## src/sv/rpa_addr_check.sv

```systemverilog
`default_nettype none
module rpa_addr_check #(
	parameter int NUM_PAGES  = 32768,
	parameter int PAGE_SHIFT = 12,
	parameter int IDX_W      = 15
) (
	input  wire logic [31:0]      addr,
	input  wire logic [31:0]      mem_base,
	input  wire logic [31:0]      first_free,
	input  wire logic [31:0]      mem_top,
	output logic                  ok,
	output logic [IDX_W-1:0]      idx
);
	localparam logic [32:0] PAGE_BYTES = 33'd1 << PAGE_SHIFT;

	logic        aligned;
	logic        ge_first;
	logic        ge_base;
	logic        fits;
	logic        in_range;
	logic [31:0] diff;
	logic [31:0] offset;

	always_comb begin
		aligned  = (addr[PAGE_SHIFT-1:0] == '0);
		ge_first = (addr >= first_free);
		ge_base  = (addr >= mem_base);
		fits     = (({1'b0, addr} + PAGE_BYTES) <= {1'b0, mem_top});
		diff     = addr - mem_base;
		offset   = diff >> PAGE_SHIFT;
		in_range = ({1'b0, offset} < 33'(NUM_PAGES));
		ok       = aligned && ge_first && ge_base && fits && in_range;
		idx      = offset[IDX_W-1:0];
	end
endmodule
`default_nettype wire

```

## config.mk

```make
export PLATFORM = sky130hd
export DESIGN_NAME = rpa_addr_check
export DESIGN_NICKNAME = d
export VERILOG_FILES = /design/src/sv/rpa_addr_check.sv
export SDC_FILE = /design/constraint.sdc
export NUM_CORES = 1
export LEC_CHECK = 0
export BUFFER_PORTS_ARGS = -buffer_cell sky130_fd_sc_hd__buf_2
export CORE_ASPECT_RATIO = 0.6
export CORE_MARGIN = 2
export CORE_UTILIZATION = 30
export DETAILED_ROUTE_END_ITERATION = 16
export PLACE_DENSITY = 0.52
export SYNTH_ARGS = -nofsm -noshare
export SYNTH_HDL_FRONTEND = slang
export SYNTH_SLANG_ARGS = --single-unit
```

## constraint.sdc

```tcl
create_clock -name vclk -period 6.6
set_clock_uncertainty 0.15 [all_clocks]
set_input_delay 1.32 -clock vclk [all_inputs]
set_output_delay 1.32 -clock vclk [all_outputs]
set_load 0.01 [all_outputs]
```

Word-level counts from Yosys, hierarchy flattened --
Cells that the tools add are included.
Storage, ports and cells: bits of input ports 128, bits in registers 0, logic and storage cells 11
Cells by class: reduce and logical (&&, ||, !) cells 5, magnitude comparators 4, add/subtract/negate cells 2
Operators with widths (count):
- 32-bit greater-or-equal comparator | 2
- 32-bit by 13-bit adder with 33-bit output (second input constant) | 1
- 33-bit by 32-bit <= comparator with 1-bit output | 1
- 32-bit subtractor | 1
- 20-bit by 16-bit less-than comparator with 1-bit output (second input constant) | 1
- 12-bit zero test | 1
- 1-bit logical AND | 4

Longest topological paths before layout --
depth in word-level cells 5, depth in mapped cells 16

Worst setup path after synthesis --
No wires, ideal clock.
kind input-to-output, from in addr[16], to out ok, setup slack 0.873 ns, cell stages on the path 13, required time 5.130 ns, arrival 4.257 ns, cell sequence and3_1 -> and3_1 -> and3_1 -> xor2_1 -> ha_1 -> nand3_1 -> or4_1 -> or3_1 -> nor4b_1 -> a21oi_1 -> nor4_1 -> o2111ai_1 -> a311oi_2
Between the ends: longest elaborated chain between the ends 5, elaborated cells between the ends (all ways) 10, those cells by class add/sub (2); order compare (4); reduce/logical (4)
RTL lines:
- from (decl) | line 7 | input wire logic [31:0] addr,
- parallel branches: the longest is 4 deep, another holds 32-bit by 13-bit adder with 33-bit output
- 1-bit logical AND (*) | line 32 | ok = aligned && ge_first && ge_base && fits && in_range;
- to (decl) | line 11 | output logic ok,
Every way passes the cells marked *.

Worst setup path in the final report --
from in addr[18], to out ok
The elaborated chain is that of the path after synthesis.

==> impl_results.html <==
<table>
<tr><th>Metric</th><th>Value</th></tr>
<tr><th colspan="2">Status</th></tr>
<tr><td>Status</td><td>finished clean</td></tr>
<tr><th colspan="2">Floorplanning</th></tr>
<tr><td>Overall die area</td><td>12090 sq um</td></tr>
<tr><td>I/O pins</td><td>144</td></tr>
<tr><td>Horizontal extent of the die</td><td>140.6 um</td></tr>
<tr><td>Row count</td><td>29</td></tr>
<tr><td>Initial Utilization</td><td>31.29%</td></tr>
<tr><td>Height of the chip</td><td>85.99 um</td></tr>
<tr><td>Placeable core area</td><td>10740 sq um</td></tr>
<tr><th colspan="2">Timing</th></tr>
<tr><td>Hold Fails Final Rpt</td><td>0</td></tr>
<tr><td>Worst slew margin relative to its limit</td><td>59.64%</td></tr>
<tr><td>Final setup violating endpoints</td><td>0</td></tr>
<tr><td>Period utilization</td><td>95.57%</td></tr>
<tr><td>Total negative setup slack</td><td>0 ns</td></tr>
<tr><td>Highest clock frequency the design can meet</td><td>158.5 MHz</td></tr>
<tr><td>Number of pins exceeding their max-slew limit in the final report</td><td>0</td></tr>
<tr><td>Minimum clock period after layout</td><td>6.307 ns</td></tr>
<tr><td>Slew at the pin closest to its max-slew limit</td><td>0.6054 ns</td></tr>
<tr><td>RSZ-0062 raised after global routing</td><td>false</td></tr>
<tr><th colspan="2">Global routing</th></tr>
<tr><td>Vias in the first global route</td><td>3650</td></tr>
<tr><td>GRT Total Usage</td><td>18.48%</td></tr>
<tr><td>Final global-route overflow total</td><td>0</td></tr>
<tr><td>Initial antenna violation count</td><td>0</td></tr>
<tr><td>Pin count of the biggest net entering global routing</td><td>8</td></tr>
<tr><td>Wire length of the first global-routing pass</td><td>18200 um</td></tr>
<tr><th colspan="2">Worst setup path</th></tr>
<tr><td>Delay contributed by the slowest stage of the critical path</td><td>0.55 ns</td></tr>
<tr><td>Critical-path cell list</td><td>buf_2 &gt; and3_1 &gt; and3_1 &gt; and3_1 &gt; xor2_1 &gt; ha_1 &gt; nand3_1 &gt; or4_1 &gt; or3_1 &gt; nor4b_1 &gt; a21oi_1 &gt; nor4_1 &gt; o2111ai_1 &gt; a311oi_2 &gt; buf_2</td></tr>
<tr><td>Delay-heaviest family, CP</td><td>simple AND/OR/NAND/NOR gates</td></tr>
<tr><td>Start-to-end type of the worst setup path</td><td>in2out</td></tr>
<tr><td>Critical path launch point type</td><td>input port</td></tr>
<tr><td>Cell at the slowest stage of the critical path</td><td>sky130_fd_sc_hd__or4_1</td></tr>
<tr><td>Cell repeated most along the worst path</td><td>sky130_fd_sc_hd__and3_1</td></tr>
<tr><td>Required time at the endpoint of the critical path</td><td>5.13 ns</td></tr>
<tr><td>Maximum fanout encountered on the critical timing path</td><td>6</td></tr>
<tr><td>Arrival time of the worst setup path</td><td>4.84 ns</td></tr>
<tr><td>Sort of element at the end of the critical path</td><td>output pin</td></tr>
<tr><td>CP Buf/Inv Count</td><td>2</td></tr>
<tr><th colspan="2">Finish</th></tr>
<tr><td>Clk_buf instances</td><td>0</td></tr>
<tr><td>Multi-input logic area</td><td>2987 sq um</td></tr>
<tr><td>Layout cells sized above 1</td><td>26.97%</td></tr>
<tr><td>Area growth from synthesis to layout</td><td>26.66%</td></tr>
<tr><td>Diodes inserted</td><td>0</td></tr>
<tr><td>Area taken by flip-flops and latches</td><td>0 sq um</td></tr>
<tr><td>Final layout net count</td><td>835</td></tr>
<tr><td>Cell Count, Final, Fillers Out</td><td>747</td></tr>
<tr><td>Number of fill cells in the layout</td><td>1136</td></tr>
<tr><td>Sequential cell count of the final layout</td><td>0</td></tr>
<tr><th colspan="2">Synthesis</th></tr>
<tr><td>Number of standard cells after synthesis</td><td>465</td></tr>
<tr><td>Synth Net Count</td><td>690</td></tr>
<tr><td>Netlist cell types</td><td>56</td></tr>
<tr><td>Avg Inst Size Synth</td><td>7.227 sq um</td></tr>
<tr><td>Portion of the post-synthesis area used by sequential elements</td><td>0%</td></tr>
<tr><td>Cell area after technology mapping</td><td>3361 sq um</td></tr>
<tr><td>Number of warnings issued by yosys</td><td>0</td></tr>
<tr><th colspan="2">Place</th></tr>
<tr><td>Last weighted congestion value of the routability-driven placer</td><td>0.8539</td></tr>
<tr><td>IO buf count</td><td>144</td></tr>
<tr><td>Placed Instances</td><td>747</td></tr>
<tr><td>Placed wire-length estimate</td><td>10330 um</td></tr>
<tr><th colspan="2">Route</th></tr>
<tr><td>Routed vias/inst</td><td>4.969</td></tr>
<tr><td>Wire length reported by the detailed router</td><td>11370 um</td></tr>
<tr><td>Final antenna-violating net count</td><td>0</td></tr>
<tr><td>Violation count after the first detailed-routing iteration</td><td>168</td></tr>
<tr><td>Number of remaining DRC errors</td><td>0</td></tr>
<tr><td>DR WL/cell</td><td>15.22 um</td></tr>
<tr><td>Via count</td><td>3712</td></tr>
<tr><td>First-pass iteration count of the detailed router</td><td>4</td></tr>
<tr><th colspan="2">Power and ir drop</th></tr>
<tr><td>Power Internal</td><td>145.1 uW</td></tr>
<tr><td>Switching share of total power</td><td>55.51%</td></tr>
<tr><td>Net switching power</td><td>181.0 uW</td></tr>
<tr><td>Total leakage power</td><td>2.454 nW</td></tr>
<tr><td>Logic gate share of total power</td><td>100.0%</td></tr>
<tr><td>Share of total power in the clock network</td><td>0%</td></tr>
<tr><td>Power per standard cell area</td><td>76.60 nW/um^2</td></tr>
<tr><td>Maximum vdd drop</td><td>0.04262 mV</td></tr>
<tr><td>Proportion of power drawn by flip-flops and latches</td><td>0%</td></tr>
<tr><th colspan="2">Worst hold path</th></tr>
<tr><td>Class of the tightest hold or removal check</td><td>in2out</td></tr>
<tr><th colspan="2">Clocking</th></tr>
<tr><td>Post-CTS setup buffer count</td><td>0</td></tr>
<tr><td>Post-cts repair resize count</td><td>0</td></tr>
<tr><td>Cts hold-fix bufs</td><td>0</td></tr>
<tr><th colspan="2">Run</th></tr>
<tr><td>Max-capacitance violation count</td><td>0</td></tr>
</table>
==> through the flow <==
step                      area [sq um]  utilization, %  power, mW  setup WS [ns]  hold slack, ns
after floorplan                   3361               -     0.2014         0.8733           2.760
after global placement            4250           39.57     0.3189         0.3314           3.019
after detailed placement          4250           39.57     0.3228         0.2493           3.048
after CTS                         4250           39.57     0.3258         0.2267           3.053
after global routing              4257           39.63     0.3666       0.009256           3.087
final                             4257           39.63     0.3261         0.2927           3.035
==> Yosys cell counts (2+ instances only) <==
library cell	n	area share, %
sky130_fd_sc_hd__inv_1	100	11
sky130_fd_sc_hd__ha_1	97	36
sky130_fd_sc_hd__a21oi_1	31	4.6
sky130_fd_sc_hd__nand2_1	26	2.9
sky130_fd_sc_hd__xnor2_1	23	6.0
sky130_fd_sc_hd__nor2_1	20	2.2
sky130_fd_sc_hd__o21ai_0	19	2.8
sky130_fd_sc_hd__nand3_1	18	2.7
sky130_fd_sc_hd__nand4_1	16	3.0
sky130_fd_sc_hd__a21o_1	12	2.7
sky130_fd_sc_hd__xor2_1	12	3.1
sky130_fd_sc_hd__and3_1	10	1.9
sky130_fd_sc_hd__a211oi_1	7	1.6
sky130_fd_sc_hd__o21a_1	5	1.1
sky130_fd_sc_hd__nor3_1	4	0.60
sky130_fd_sc_hd__nor4_1	4	0.74
sky130_fd_sc_hd__a31o_2	3	0.78
sky130_fd_sc_hd__a31oi_1	3	0.56
sky130_fd_sc_hd__and2_1	3	0.56
sky130_fd_sc_hd__nand2b_1	3	0.56
sky130_fd_sc_hd__nor2b_1	3	0.56
sky130_fd_sc_hd__o211ai_1	3	0.67
sky130_fd_sc_hd__o21bai_1	3	0.67
sky130_fd_sc_hd__a2111oi_0	2	0.52
sky130_fd_sc_hd__a211o_1	2	0.52
sky130_fd_sc_hd__a21oi_4	2	0.97
sky130_fd_sc_hd__a221oi_1	2	0.52
sky130_fd_sc_hd__a41oi_1	2	0.52
sky130_fd_sc_hd__and4_1	2	0.52
sky130_fd_sc_hd__o21ai_2	2	0.52
==> cell type report <==
type                            count  area share (%)
Multi-Input combinational cell    364           70.16
Timing Repair Buffer              144           16.93
Tap cell                          139           4.086
Inverter                          100           8.818
==> power groups by stage <==
stage / registers (mW) / clock network, mW / logic (mW)
final: 0 / 0 / 0.326
after global routing: 0 / 0 / 0.367
after CTS: 0 / 0 / 0.326
after detailed placement: 0 / 0 / 0.323
after global placement: 0 / 0 / 0.319
after floorplan: 0 / 0 / 0.201
==> kinds of logic (layout without fill, tap and decap cells) <==
family	Yosys count	count (layout)	synth area share, %
buffers and inverters	101	244	11.32
XOR/XNOR	35	35	9.121
AO/OA/AOI/OAI	119	119	26.36
adder cells (fa/ha/maj)	97	97	36.11
AND/OR/NAND/NOR	113	113	17.09
==> placed cells by master, fill, tap and decap left out, types with 2 or more instances in the layout <==
cell | Yosys | layout
sky130_fd_sc_hd__a41oi_1 | 2 | 2
sky130_fd_sc_hd__o21ai_0 | 19 | 19
sky130_fd_sc_hd__nand2_1 | 26 | 26
sky130_fd_sc_hd__xnor2_1 | 23 | 23
sky130_fd_sc_hd__a2111oi_0 | 2 | 2
sky130_fd_sc_hd__a211o_1 | 2 | 2
sky130_fd_sc_hd__o21a_1 | 5 | 5
sky130_fd_sc_hd__a31oi_1 | 3 | 3
sky130_fd_sc_hd__and2_1 | 3 | 3
sky130_fd_sc_hd__and4_1 | 2 | 2
sky130_fd_sc_hd__a31o_2 | 3 | 3
sky130_fd_sc_hd__nor4_1 | 4 | 4
sky130_fd_sc_hd__a21oi_4 | 2 | 2
sky130_fd_sc_hd__inv_1 | 100 | 100
sky130_fd_sc_hd__nor2_1 | 20 | 20
sky130_fd_sc_hd__buf_2 | 0 | 144
sky130_fd_sc_hd__a211oi_1 | 7 | 7
sky130_fd_sc_hd__o21bai_1 | 3 | 3
sky130_fd_sc_hd__a221oi_1 | 2 | 2
sky130_fd_sc_hd__a21o_1 | 12 | 12
sky130_fd_sc_hd__nand4_1 | 16 | 16
sky130_fd_sc_hd__nor3_1 | 4 | 4
sky130_fd_sc_hd__nor2b_1 | 3 | 3
sky130_fd_sc_hd__o211ai_1 | 3 | 3
sky130_fd_sc_hd__o21ai_2 | 2 | 2
sky130_fd_sc_hd__a21oi_1 | 31 | 31
sky130_fd_sc_hd__xor2_1 | 12 | 12
sky130_fd_sc_hd__ha_1 | 97 | 97
sky130_fd_sc_hd__and3_1 | 10 | 9
sky130_fd_sc_hd__nand2b_1 | 3 | 3
sky130_fd_sc_hd__nand3_1 | 18 | 17
==> worst paths after layout <==
path	startpoint	end	slack (ns)	cells after the start
worst min-delay path	mem_base[16]	idx[4]	3.03	5
worst max-delay path	addr[18]	ok	0.29	15
==> metal layers <==
metal  routed length, um  part of all wire (%)  vias up  track usage [%]
met5                   0                     0        -                0
met4                  59                  0.52        0            1.000
met3                 567                   5.0        7            1.117
met2                4217                    37      106            26.83
met1                6529                    57     1649            30.42
li1                    -                     -     1950                -
Note: power is estimated with default switching activity, not from simulation.
